===== src/rtl/fbpa_pkg.sv =====
package fbpa_pkg;

    localparam int unsigned DATA_W      = 32;
    localparam int unsigned COUNT_W     = 7;
    localparam int unsigned INDEX_OUT_W = 6;
    localparam int unsigned STATUS_W    = 2;
    localparam int unsigned PADDR_W     = 4;
    localparam int unsigned ROW_W       = 8;
    localparam int unsigned ROW_SH      = 3;
    localparam int unsigned DIV_STEPS   = 32;
    localparam int unsigned DIV_CNT_W   = $clog2(DIV_STEPS);

    localparam logic [STATUS_W-1:0] ST_OK       = 2'd0;
    localparam logic [STATUS_W-1:0] ST_FULL     = 2'd1;
    localparam logic [STATUS_W-1:0] ST_BAD_FREE = 2'd2;

    localparam logic CMD_ALLOC = 1'b0;
    localparam logic CMD_FREE  = 1'b1;

    localparam logic [1:0] REG_BLOCK_COUNT = 2'd0;
    localparam logic [1:0] REG_BLOCK_SIZE  = 2'd1;
    localparam logic [1:0] REG_DATA_BASE   = 2'd2;

    localparam logic [COUNT_W-1:0] BLOCK_COUNT_RST = 7'd64;
    localparam logic [DATA_W-1:0]  BLOCK_SIZE_RST  = 32'd64;
    localparam logic [DATA_W-1:0]  DATA_BASE_RST   = 32'd0;

    typedef struct packed {
        logic              command;
        logic [DATA_W-1:0] address;
    } fbpa_req_t;

    typedef struct packed {
        logic [STATUS_W-1:0]    status;
        logic [DATA_W-1:0]      block_address;
        logic [INDEX_OUT_W-1:0] block_index;
        logic [COUNT_W-1:0]     used_blocks;
    } fbpa_rsp_t;

    typedef struct packed {
        logic [COUNT_W-1:0] block_count;
        logic [DATA_W-1:0]  block_size;
        logic [DATA_W-1:0]  data_base;
    } fbpa_cfg_t;

    typedef enum logic [1:0] {
        RES_ALLOC,
        RES_FREE,
        RES_FULL,
        RES_BAD
    } fbpa_res_t;

    typedef struct packed {
        logic      clear_wr;
        logic      hint_rd;
        logic      scan_start;
        logic      scan_next;
        logic      scan_take;
        logic      div_start;
        logic      div_step;
        logic      free_rd;
        logic      mul;
        logic      add;
        logic      finish;
        fbpa_res_t res;
    } fbpa_cmd_t;

    typedef struct packed {
        logic clear_last;
        logic hint_in_range;
        logic row_bit;
        logic scan_found;
        logic scan_more;
        logic quot_in_range;
        logic size_zero;
        logic rsp_free;
    } fbpa_stat_t;

endpackage


===== src/rtl/fbpa_regs.sv =====
module fbpa_regs
    import fbpa_pkg::*;
(
    input  logic               clk,
    input  logic               rst_n,
    input  logic               psel,
    input  logic               penable,
    input  logic               pwrite,
    input  logic [PADDR_W-1:0] paddr,
    input  logic [DATA_W-1:0]  pwdata,
    output logic [DATA_W-1:0]  prdata,
    output logic               pready,
    output fbpa_cfg_t          cfg
);

    logic [COUNT_W-1:0] block_count_reg, block_count_next;
    logic [DATA_W-1:0]  block_size_reg, block_size_next;
    logic [DATA_W-1:0]  data_base_reg, data_base_next;
    logic               wr_en;

    assign pready = 1'b1;
    assign wr_en  = psel && penable && pwrite;

    always_comb
    begin
        block_count_next = block_count_reg;
        block_size_next  = block_size_reg;
        data_base_next   = data_base_reg;
        prdata           = '0;
        unique case (paddr[PADDR_W-1:2])
            REG_BLOCK_COUNT:
            begin
                prdata = DATA_W'(block_count_reg);
                if (wr_en)
                begin
                    block_count_next = pwdata[COUNT_W-1:0];
                end
            end
            REG_BLOCK_SIZE:
            begin
                prdata = block_size_reg;
                if (wr_en)
                begin
                    block_size_next = pwdata;
                end
            end
            REG_DATA_BASE:
            begin
                prdata = data_base_reg;
                if (wr_en)
                begin
                    data_base_next = pwdata;
                end
            end
            default:
            begin
                prdata = '0;
            end
        endcase
    end

    always_ff @(posedge clk or negedge rst_n)
    begin
        if (!rst_n)
        begin
            block_count_reg <= BLOCK_COUNT_RST;
            block_size_reg  <= BLOCK_SIZE_RST;
            data_base_reg   <= DATA_BASE_RST;
        end
        else
        begin
            block_count_reg <= block_count_next;
            block_size_reg  <= block_size_next;
            data_base_reg   <= data_base_next;
        end
    end

    assign cfg.block_count = block_count_reg;
    assign cfg.block_size  = block_size_reg;
    assign cfg.data_base   = data_base_reg;

endmodule


===== src/rtl/fbpa_ctrl.sv =====
module fbpa_ctrl
    import fbpa_pkg::*;
(
    input  logic       clk,
    input  logic       rst_n,
    input  logic       req_valid,
    output logic       req_ready,
    input  logic       req_command,
    input  fbpa_stat_t stat,
    output fbpa_cmd_t  cmd
);

    typedef enum logic [9:0] {
        S_CLEAR = 10'b0000000001,
        S_IDLE  = 10'b0000000010,
        S_HCHK  = 10'b0000000100,
        S_SCHK  = 10'b0000001000,
        S_MUL   = 10'b0000010000,
        S_ADD   = 10'b0000100000,
        S_DIV   = 10'b0001000000,
        S_FRD   = 10'b0010000000,
        S_FCHK  = 10'b0100000000,
        S_DONE  = 10'b1000000000
    } fbpa_state_t;

    localparam logic [DIV_CNT_W-1:0] DIV_LAST = DIV_CNT_W'(DIV_STEPS - 1);

    fbpa_state_t          state_reg, state_next;
    fbpa_res_t            res_reg, res_next;
    logic [DIV_CNT_W-1:0] div_cnt_reg, div_cnt_next;

    always_comb
    begin
        state_next   = state_reg;
        res_next     = res_reg;
        div_cnt_next = div_cnt_reg;
        req_ready    = 1'b0;
        cmd          = '0;
        cmd.res      = res_reg;
        unique case (state_reg)
            S_CLEAR:
            begin
                cmd.clear_wr = 1'b1;
                if (stat.clear_last)
                begin
                    state_next = S_IDLE;
                end
            end
            S_IDLE:
            begin
                req_ready = 1'b1;
                if (req_valid)
                begin
                    if (req_command == CMD_ALLOC)
                    begin
                        if (stat.hint_in_range)
                        begin
                            cmd.hint_rd = 1'b1;
                            state_next  = S_HCHK;
                        end
                        else
                        begin
                            cmd.scan_start = 1'b1;
                            state_next     = S_SCHK;
                        end
                    end
                    else if (stat.size_zero)
                    begin
                        res_next   = RES_BAD;
                        state_next = S_DONE;
                    end
                    else
                    begin
                        cmd.div_start = 1'b1;
                        div_cnt_next  = '0;
                        state_next    = S_DIV;
                    end
                end
            end
            S_HCHK:
            begin
                if (!stat.row_bit)
                begin
                    state_next = S_MUL;
                end
                else
                begin
                    cmd.scan_start = 1'b1;
                    state_next     = S_SCHK;
                end
            end
            S_SCHK:
            begin
                if (stat.scan_found)
                begin
                    cmd.scan_take = 1'b1;
                    state_next    = S_MUL;
                end
                else if (stat.scan_more)
                begin
                    cmd.scan_next = 1'b1;
                end
                else
                begin
                    res_next   = RES_FULL;
                    state_next = S_DONE;
                end
            end
            S_MUL:
            begin
                cmd.mul    = 1'b1;
                state_next = S_ADD;
            end
            S_ADD:
            begin
                cmd.add    = 1'b1;
                res_next   = RES_ALLOC;
                state_next = S_DONE;
            end
            S_DIV:
            begin
                cmd.div_step = 1'b1;
                div_cnt_next = div_cnt_reg + DIV_CNT_W'(1);
                if (div_cnt_reg == DIV_LAST)
                begin
                    state_next = S_FRD;
                end
            end
            S_FRD:
            begin
                if (stat.quot_in_range)
                begin
                    cmd.free_rd = 1'b1;
                    state_next  = S_FCHK;
                end
                else
                begin
                    res_next   = RES_BAD;
                    state_next = S_DONE;
                end
            end
            S_FCHK:
            begin
                res_next   = stat.row_bit ? RES_FREE : RES_BAD;
                state_next = S_DONE;
            end
            S_DONE:
            begin
                if (stat.rsp_free)
                begin
                    cmd.finish = 1'b1;
                    state_next = S_IDLE;
                end
            end
            default:
            begin
                state_next = S_CLEAR;
            end
        endcase
    end

    always_ff @(posedge clk or negedge rst_n)
    begin
        if (!rst_n)
        begin
            state_reg   <= S_CLEAR;
            res_reg     <= RES_BAD;
            div_cnt_reg <= '0;
        end
        else
        begin
            state_reg   <= state_next;
            res_reg     <= res_next;
            div_cnt_reg <= div_cnt_next;
        end
    end

endmodule


===== src/rtl/fbpa_dp.sv =====
module fbpa_dp
    import fbpa_pkg::*;
#(
    parameter int unsigned MAX_BLOCKS = 64
)
(
    input  logic              clk,
    input  logic              rst_n,
    input  fbpa_cfg_t         cfg,
    input  logic [DATA_W-1:0] req_address,
    input  fbpa_cmd_t         cmd,
    output fbpa_stat_t        stat,
    output logic              rsp_valid,
    input  logic              rsp_ready,
    output fbpa_rsp_t         rsp
);

    localparam int unsigned IDX_W  = $clog2(MAX_BLOCKS);
    localparam int unsigned XW     = (IDX_W > ROW_SH) ? IDX_W : ROW_SH + 1;
    localparam int unsigned HW     = XW + 1;
    localparam int unsigned ROW_AW = XW - ROW_SH;
    localparam int unsigned ROWS   = (MAX_BLOCKS + ROW_W - 1) / ROW_W;
    localparam int unsigned CNT_W  = $clog2(MAX_BLOCKS + 1);

    // used marks, one row of ROW_W blocks per entry
    logic [ROW_W-1:0]  used_mem [ROWS];
    logic [ROW_W-1:0]  rd_data_reg;
    logic              rd_en;
    logic [ROW_AW-1:0] rd_row;
    logic              wr_en;
    logic [ROW_AW-1:0] wr_row;
    logic [ROW_W-1:0]  wr_data;
    logic [ROW_W-1:0]  bit_mask;

    logic [ROW_AW-1:0] clr_cnt_reg, clr_cnt_next;
    logic [ROW_AW-1:0] scan_row_reg, scan_row_next;
    logic [XW-1:0]     idx_reg, idx_next;
    logic [XW-1:0]     last_reg, last_next;
    logic [CNT_W-1:0]  used_reg, used_next;
    logic [DATA_W-1:0] quot_reg, quot_next;
    logic [DATA_W-1:0] rem_reg, rem_next;
    logic [DATA_W-1:0] prod_reg, prod_next;
    logic [DATA_W-1:0] baddr_reg, baddr_next;
    logic              rsp_valid_reg, rsp_valid_next;
    fbpa_rsp_t         rsp_reg, rsp_next;

    logic [DATA_W-1:0] count_ext;
    logic [HW-1:0]     n_h;
    logic [HW-1:0]     hint;
    logic [HW-1:0]     row_base;
    logic [ROW_W-1:0]  free_vec;
    logic              scan_found;
    logic [ROW_SH-1:0] scan_sel;
    logic [DATA_W:0]   div_shift;
    logic [DATA_W:0]   div_diff;
    logic [XW+INDEX_OUT_W-1:0] idx_wide;
    logic [CNT_W+COUNT_W-1:0]  used_wide;

    assign count_ext = DATA_W'(cfg.block_count);
    assign n_h       = (count_ext < DATA_W'(MAX_BLOCKS)) ? count_ext[HW-1:0] : HW'(MAX_BLOCKS);
    assign hint      = {1'b0, last_reg} + HW'(1);
    assign row_base  = {1'b0, scan_row_reg, {ROW_SH{1'b0}}};

    always_comb
    begin
        for (int j = 0; j < ROW_W; j++)
        begin
            free_vec[j] = ((row_base + HW'(j)) < n_h) && !rd_data_reg[j];
        end
    end

    always_comb
    begin
        scan_found = 1'b0;
        scan_sel   = '0;
        for (int j = ROW_W - 1; j >= 0; j--)
        begin
            if (free_vec[j])
            begin
                scan_found = 1'b1;
                scan_sel   = ROW_SH'(j);
            end
        end
    end

    assign stat.clear_last    = (clr_cnt_reg == ROW_AW'(ROWS - 1));
    assign stat.hint_in_range = (hint < n_h);
    assign stat.row_bit       = rd_data_reg[idx_reg[ROW_SH-1:0]];
    assign stat.scan_found    = scan_found;
    assign stat.scan_more     = ((row_base + HW'(ROW_W)) < n_h);
    assign stat.quot_in_range = (quot_reg[DATA_W-1:HW] == '0) && (quot_reg[HW-1:0] < n_h);
    assign stat.size_zero     = (cfg.block_size == '0);
    assign stat.rsp_free      = !rsp_valid_reg || rsp_ready;

    // memory port selection
    always_comb
    begin
        rd_en  = cmd.hint_rd || cmd.scan_start || cmd.scan_next || cmd.free_rd;
        rd_row = '0;
        if (cmd.hint_rd)
        begin
            rd_row = hint[XW-1:ROW_SH];
        end
        else if (cmd.scan_next)
        begin
            rd_row = scan_row_reg + ROW_AW'(1);
        end
        else if (cmd.free_rd)
        begin
            rd_row = quot_reg[XW-1:ROW_SH];
        end
    end

    assign bit_mask = ROW_W'(1) << idx_reg[ROW_SH-1:0];

    always_comb
    begin
        wr_en   = cmd.clear_wr ||
                  (cmd.finish && (cmd.res == RES_ALLOC || cmd.res == RES_FREE));
        wr_row  = cmd.clear_wr ? clr_cnt_reg : idx_reg[XW-1:ROW_SH];
        wr_data = '0;
        if (!cmd.clear_wr)
        begin
            wr_data = (cmd.res == RES_ALLOC) ? (rd_data_reg | bit_mask)
                                             : (rd_data_reg & ~bit_mask);
        end
    end

    always_ff @(posedge clk)
    begin
        if (wr_en)
        begin
            used_mem[wr_row] <= wr_data;
        end
        if (rd_en)
        begin
            rd_data_reg <= used_mem[rd_row];
        end
    end

    // index, scan and divider
    assign div_shift = {rem_reg, quot_reg[DATA_W-1]};
    assign div_diff  = div_shift - {1'b0, cfg.block_size};

    always_comb
    begin
        clr_cnt_next  = cmd.clear_wr ? clr_cnt_reg + ROW_AW'(1) : clr_cnt_reg;
        scan_row_next = scan_row_reg;
        if (cmd.scan_start)
        begin
            scan_row_next = '0;
        end
        else if (cmd.scan_next)
        begin
            scan_row_next = scan_row_reg + ROW_AW'(1);
        end

        idx_next = idx_reg;
        if (cmd.hint_rd)
        begin
            idx_next = hint[XW-1:0];
        end
        else if (cmd.scan_take)
        begin
            idx_next = {scan_row_reg, scan_sel};
        end
        else if (cmd.free_rd)
        begin
            idx_next = quot_reg[XW-1:0];
        end

        quot_next = quot_reg;
        rem_next  = rem_reg;
        if (cmd.div_start)
        begin
            quot_next = req_address - cfg.data_base;
            rem_next  = '0;
        end
        else if (cmd.div_step)
        begin
            if (!div_diff[DATA_W])
            begin
                rem_next  = div_diff[DATA_W-1:0];
                quot_next = {quot_reg[DATA_W-2:0], 1'b1};
            end
            else
            begin
                rem_next  = div_shift[DATA_W-1:0];
                quot_next = {quot_reg[DATA_W-2:0], 1'b0};
            end
        end

        prod_next  = cmd.mul ? cfg.block_size * DATA_W'(idx_reg) : prod_reg;
        baddr_next = cmd.add ? cfg.data_base + prod_reg : baddr_reg;
    end

    // commit and result word
    always_comb
    begin
        last_next = last_reg;
        used_next = used_reg;
        if (cmd.finish && cmd.res == RES_ALLOC)
        begin
            last_next = idx_reg;
            used_next = used_reg + CNT_W'(1);
        end
        else if (cmd.finish && cmd.res == RES_FREE)
        begin
            used_next = used_reg - CNT_W'(1);
        end
    end

    assign idx_wide  = {{INDEX_OUT_W{1'b0}}, idx_reg};
    assign used_wide = {{COUNT_W{1'b0}}, used_next};

    always_comb
    begin
        rsp_next             = '0;
        rsp_next.used_blocks = used_wide[COUNT_W-1:0];
        case (cmd.res)
            RES_ALLOC:
            begin
                rsp_next.status        = ST_OK;
                rsp_next.block_address = baddr_reg;
                rsp_next.block_index   = idx_wide[INDEX_OUT_W-1:0];
            end
            RES_FREE:
            begin
                rsp_next.status      = ST_OK;
                rsp_next.block_index = idx_wide[INDEX_OUT_W-1:0];
            end
            RES_FULL:
            begin
                rsp_next.status = ST_FULL;
            end
            default:
            begin
                rsp_next.status = ST_BAD_FREE;
            end
        endcase
    end

    assign rsp_valid_next = cmd.finish || (rsp_valid_reg && !rsp_ready);

    always_ff @(posedge clk or negedge rst_n)
    begin
        if (!rst_n)
        begin
            clr_cnt_reg   <= '0;
            last_reg      <= '0;
            used_reg      <= '0;
            rsp_valid_reg <= 1'b0;
        end
        else
        begin
            clr_cnt_reg   <= clr_cnt_next;
            last_reg      <= last_next;
            used_reg      <= used_next;
            rsp_valid_reg <= rsp_valid_next;
        end
    end

    always_ff @(posedge clk)
    begin
        scan_row_reg <= scan_row_next;
        idx_reg      <= idx_next;
        quot_reg     <= quot_next;
        rem_reg      <= rem_next;
        prod_reg     <= prod_next;
        baddr_reg    <= baddr_next;
        if (cmd.finish)
        begin
            rsp_reg <= rsp_next;
        end
    end

    assign rsp_valid = rsp_valid_reg;
    assign rsp       = rsp_reg;

endmodule


===== src/rtl/fixed_block_pool_allocator.sv =====
// Fixed-size block pool allocator. One request word is handled at a time; a new
// one is taken as soon as the previous has been committed, while its response
// word may still be waiting. The used marks sit in a memory of 8-block rows, so
// after reset a clearing pass over every row runs with req_ready low (register
// writes are taken meanwhile). An allocate takes the hinted block if it is
// free; otherwise a first-free scan examines the 8-block rows in turn, and when
// the hint is out of range its check is skipped. A free runs the radix-2 divider
// that maps the address offset to an index (32 steps) and fails when the index
// is out of range. A zero block size fails a free.
module fixed_block_pool_allocator
    import fbpa_pkg::*;
#(
    parameter int unsigned MAX_BLOCKS = 64
)
(
    input  logic               clk,
    input  logic               rst_n,
    input  logic               psel,
    input  logic               penable,
    input  logic               pwrite,
    input  logic [PADDR_W-1:0] paddr,
    input  logic [DATA_W-1:0]  pwdata,
    output logic [DATA_W-1:0]  prdata,
    output logic               pready,
    input  logic               req_valid,
    output logic               req_ready,
    input  fbpa_req_t          req,
    output logic               rsp_valid,
    input  logic               rsp_ready,
    output fbpa_rsp_t          rsp
);

    fbpa_cfg_t  cfg;
    fbpa_cmd_t  cmd;
    fbpa_stat_t stat;

    fbpa_regs u_regs (
        .clk     (clk),
        .rst_n   (rst_n),
        .psel    (psel),
        .penable (penable),
        .pwrite  (pwrite),
        .paddr   (paddr),
        .pwdata  (pwdata),
        .prdata  (prdata),
        .pready  (pready),
        .cfg     (cfg)
    );

    fbpa_ctrl u_ctrl (
        .clk         (clk),
        .rst_n       (rst_n),
        .req_valid   (req_valid),
        .req_ready   (req_ready),
        .req_command (req.command),
        .stat        (stat),
        .cmd         (cmd)
    );

    fbpa_dp #(
        .MAX_BLOCKS (MAX_BLOCKS)
    ) u_dp (
        .clk         (clk),
        .rst_n       (rst_n),
        .cfg         (cfg),
        .req_address (req.address),
        .cmd         (cmd),
        .stat        (stat),
        .rsp_valid   (rsp_valid),
        .rsp_ready   (rsp_ready),
        .rsp         (rsp)
    );

endmodule


===== config.mk =====
export PLATFORM = sky130hd
export DESIGN_NAME = fixed_block_pool_allocator
export DESIGN_NICKNAME = d
export VERILOG_FILES = /design/src/rtl/fbpa_pkg.sv /design/src/rtl/fbpa_regs.sv /design/src/rtl/fbpa_ctrl.sv /design/src/rtl/fbpa_dp.sv /design/src/rtl/fixed_block_pool_allocator.sv
export SDC_FILE = /design/constraint.sdc
export NUM_CORES = 1
export LEC_CHECK = 0
export ABC_AREA = 0
export BUFFER_PORTS_ARGS = -buffer_cell sky130_fd_sc_hd__clkbuf_2
export CAP_MARGIN = 20
export CORE_MARGIN = 2
export CORE_UTILIZATION = 35
export CTS_CLUSTER_SIZE = 30
export DETAILED_ROUTE_END_ITERATION = 10
export PLACE_DENSITY = 0.64
export RECOVER_POWER = 50
export SYNTH_ARGS = -nofsm -noshare
export SYNTH_HDL_FRONTEND = slang
export SYNTH_SLANG_ARGS = --single-unit

===== constraint.sdc =====
create_clock -name clk -period 4.67 [get_ports clk]
set_input_delay 0.934 -clock clk [delete_from_list [all_inputs] [get_ports clk]]
set_output_delay 0.934 -clock clk [all_outputs]
set_load 0.005 [all_outputs]

==> flow_metrics.env <==
export IMPL_drive_above_1_share_pct=17.6
export IMPL_placedCellCount=3747
export IMPL_syn_nets=2941
export IMPL_diodes=0
export IMPL_async_flop_share_pct=29.1
export IMPL_r2r_end="u_dp.prod_reg[31]$_DFFE_PP_"
export IMPL_fin_cells=3844
export IMPL_cp_data_arrival_time_ps=5380
export IMPL_synth_area_top_cells="edfxtp_1 26%, dfrtp_1 9.8%, fa_1 8.8%, ha_1 7.6%, and2_1 4.3%"
export IMPL_drc=0
export IMPL_die_height_um=274
export IMPL_holdPathEnd="u_dp.used_reg[6]$_DFF_PN0_"
export IMPL_p_leak_uw=0.0129
export IMPL_mostFrequentLayoutCells="243 x inv_1, 225 x nand2_1, 221 x edfxtp_1"
export IMPL_holdPathStages=1
export IMPL_crit_top_cell="fa_1"
export IMPL_drtIter0Drc=1695
export IMPL_htreeDepth=2
export IMPL_via_count=20424
export IMPL_clk_pin_slew_worst_paths_ps=60
export IMPL_worst_slew_pin_slew_ps=2780
export IMPL_synth_top_area_cell="edfxtp_1"
export IMPL_wl_per_cell_um=20.0
export IMPL_cp_slowest_stage_delay_ps=530
export IMPL_fin_crit_ps=4950
export IMPL_numCtsBuffers=43
export IMPL_grt_start_max_net_pins=61
export IMPL_ir_drop_mv=0.413
export IMPL_powerDensity_mw_per_mm2=645
export IMPL_yosys_cell_types_count=86
export IMPL_setup_tns_ps=-509
export IMPL_grt_overflow_total=0
export IMPL_violations="max-capacitance violations, max-slew violations, negative setup slack"
export IMPL_synth_cell_area_mm2=0.0255
export IMPL_finClkSkew_ps=42.7
export IMPL_cts_tree="yes"
export IMPL_post_dp_hpwl_um=59800
export IMPL_max_freq_mhz=202
export IMPL_clock_sinks=361
export IMPL_criticalPathCategory="register to register"
export IMPL_preCtsSetupSlack_ps=-369
export IMPL_finalSetupViolCount=2
export IMPL_holdCritStartpoint="u_dp.used_reg[6]$_DFF_PN0_"
export IMPL_setup_slack_ps=-281
export IMPL_vias_per_cell=5.31
export IMPL_cp_data_required_time_ps=5100
export IMPL_totalWireLength_um=76800
export IMPL_grt_usage_pct=20.3
export IMPL_critPathCaptureType="register"
export IMPL_avgSynthCellArea_um2=9.82
export IMPL_synth_ff_type="edfxtp_1"
export IMPL_antenna_found_initial=5
export IMPL_seq_area_frac_synth_pct=39.1
export IMPL_crit_chain="buf_6 -> buf_12 -> and2_4 -> fa_1 -> fa_1 -> inv_2 -> fa_1 -> inv_2 -> ha_4 -> a21oi_4 -> nand2_2 -> o211ai_1 -> a21oi_2 -> o41a_1 -> a41o_1 -> or4_4 -> and3_4 -> a211oi_2"
export IMPL_rrSetupSlack_ps=-280
export IMPL_hold_path_class="register to register"
export IMPL_dr_pass1_iters=5
export IMPL_r2r_cells=18
export IMPL_outcome="finished, violations left"
export IMPL_slew_limit_headroom_pct=-85.2
export IMPL_synth_warnings=0
export IMPL_fp_dieW_um=274
export IMPL_synth_edff_count=221
export IMPL_core_mm2=0.0726
export IMPL_grt_pass1_vias=19558
export IMPL_hold_violations=0
export IMPL_drv_cap=1
export IMPL_path_max_fanout=8
export IMPL_fin_hold_ws_ps=477
export IMPL_io_buffers=154
export IMPL_area_delta_synth_final_pct=18.7
export IMPL_grt_pass1_wl_um=117000
export IMPL_slew_viol_final=49
export IMPL_largest_reg_flops=64
export IMPL_clockBufferDepth=3
export IMPL_crit_slowest_cell="fa_1"
export IMPL_final_common_cell="inv_1"
export IMPL_startpoint_type="register"
export IMPL_fin_nets=3196
export IMPL_synth_top_cell_area_share_pct=26.0
export IMPL_start_util_pct=35.2
export IMPL_timing_rr_start="u_dp.idx_reg[0]$_DFFE_PP_"
export IMPL_rsz0062_at_grt="true"
export IMPL_root_buffer="clkbuf_16"
export IMPL_clock_latency_ps=590
export IMPL_synth_seq_cells=361
export IMPL_place_gp_congestion=0.936
export IMPL_pin_count=158
export IMPL_syn_inst=2598
export IMPL_std_cell_rows=99
export IMPL_total_power_uw=19500
export IMPL_ant_nets=0
export IMPL_dieArea_mm2=0.0751
export IMPL_period_share_pct=106
==> per-layer routing <==
metal  wire [um]  track usage (%)
met1       32400             26.6
met2       34600             32.3
met3        6050             4.75
met4        3730             8.62
met5          48                0
==> power by group <==
group | internal, uW | switching (uW) | total (uW)
Clock | 1850 | 1400 | 3250
Combinational | 5240 | 6150 | 11400
Sequential | 4300 | 592 | 4890
==> layout make-up <==
class                      instances  area, um^2
multi-input combinational       1883       14700
clock buffer                      54        1140
clock inverter                    23         194
timing repair buffer             311        2190
inverter                         253         950
fill                            7090       42300
sequential                       361        9970
tap                              959        1200
==> synthesized netlist by cell type, drive strengths merged, types with 12 or more instances <==
cell      n
a211oi   20
nor3b    12
o31ai    12
nand2b   19
nand3    77
edfxtp  221
and2    174
fa      112
nor4     26
nand2   231
buf      14
xor2     44
inv     253
mux2i    73
a21o     44
nor2    110
or3      18
clkbuf   87
nor2b    27
mux2     20
ha      155
xnor2    86
a22o     33
o21a     19
dfxtp    35
and3     12
dfrtp   100
a21oi   129
o21ai   197
nor3     43
nand4    15
a31oi    20
==> critical path: cells and delay by family (launching register included) <==
kind | cells | cell delay [ps]
fa+ha+maj | 4 | 1730
compound gates | 6 | 1420
simple gates | 4 | 820
flops | 1 | 440
buf+inv | 4 | 400
==> worst max path at each step <==
stage / from / endpoint / slack [ps] / depth (start not counted)
floorplan: u_dp.idx_reg[2]$_DFFE_PP_ / u_dp.prod_reg[31]$_DFFE_PP_ / -60 / 18
global placement: u_dp.idx_reg[1]$_DFFE_PP_ / u_dp.prod_reg[31]$_DFFE_PP_ / -380 / 19
detailed placement: u_dp.idx_reg[1]$_DFFE_PP_ / u_dp.prod_reg[31]$_DFFE_PP_ / -370 / 19
CTS: u_dp.idx_reg[2]$_DFFE_PP_ / u_dp.prod_reg[31]$_DFFE_PP_ / -270 / 19
global route: u_dp.idx_reg[0]$_DFFE_PP_ / u_dp.prod_reg[31]$_DFFE_PP_ / -440 / 18
finish: u_dp.idx_reg[0]$_DFFE_PP_ / u_dp.prod_reg[31]$_DFFE_PP_ / -280 / 18
==> repair_timing <==
action / 4_1_cts / 5_1_grt
gates resized for setup: 36 / 53
hold buffers: 0 / 0
gates cloned: 3 / 0
pin swaps: 20 / 41
setup endpoints to repair: 8 / 14
buffers inserted: 10 / 6
==> stage by stage <==
step	instance area (um^2)	utilization, %
finish	30300	41.7
global route	30300	41.7
CTS	30000	41.3
detailed placement	28400	39.1
global placement	28400	39.1
floorplan	25700	-
==> kinds of logic (layout without fill, tap and decap cells) <==
family / count (synthesis) / in the layout / share of synthesized area [%]
multiplexers: 95 / 95 / 3.92
other: 1 / 1 / 0.0147
adder cells (fa/ha/maj): 267 / 267 / 16.4
AO/OA/AOI/OAI: 577 / 577 / 14.3
AND/OR/NAND/NOR: 813 / 813 / 16.6
flip-flops: 361 / 361 / 39.1
buffers and inverters: 354 / 641 / 5.31
XOR/XNOR: 130 / 130 / 4.46
Note: power is estimated with default switching activity, not from simulation.
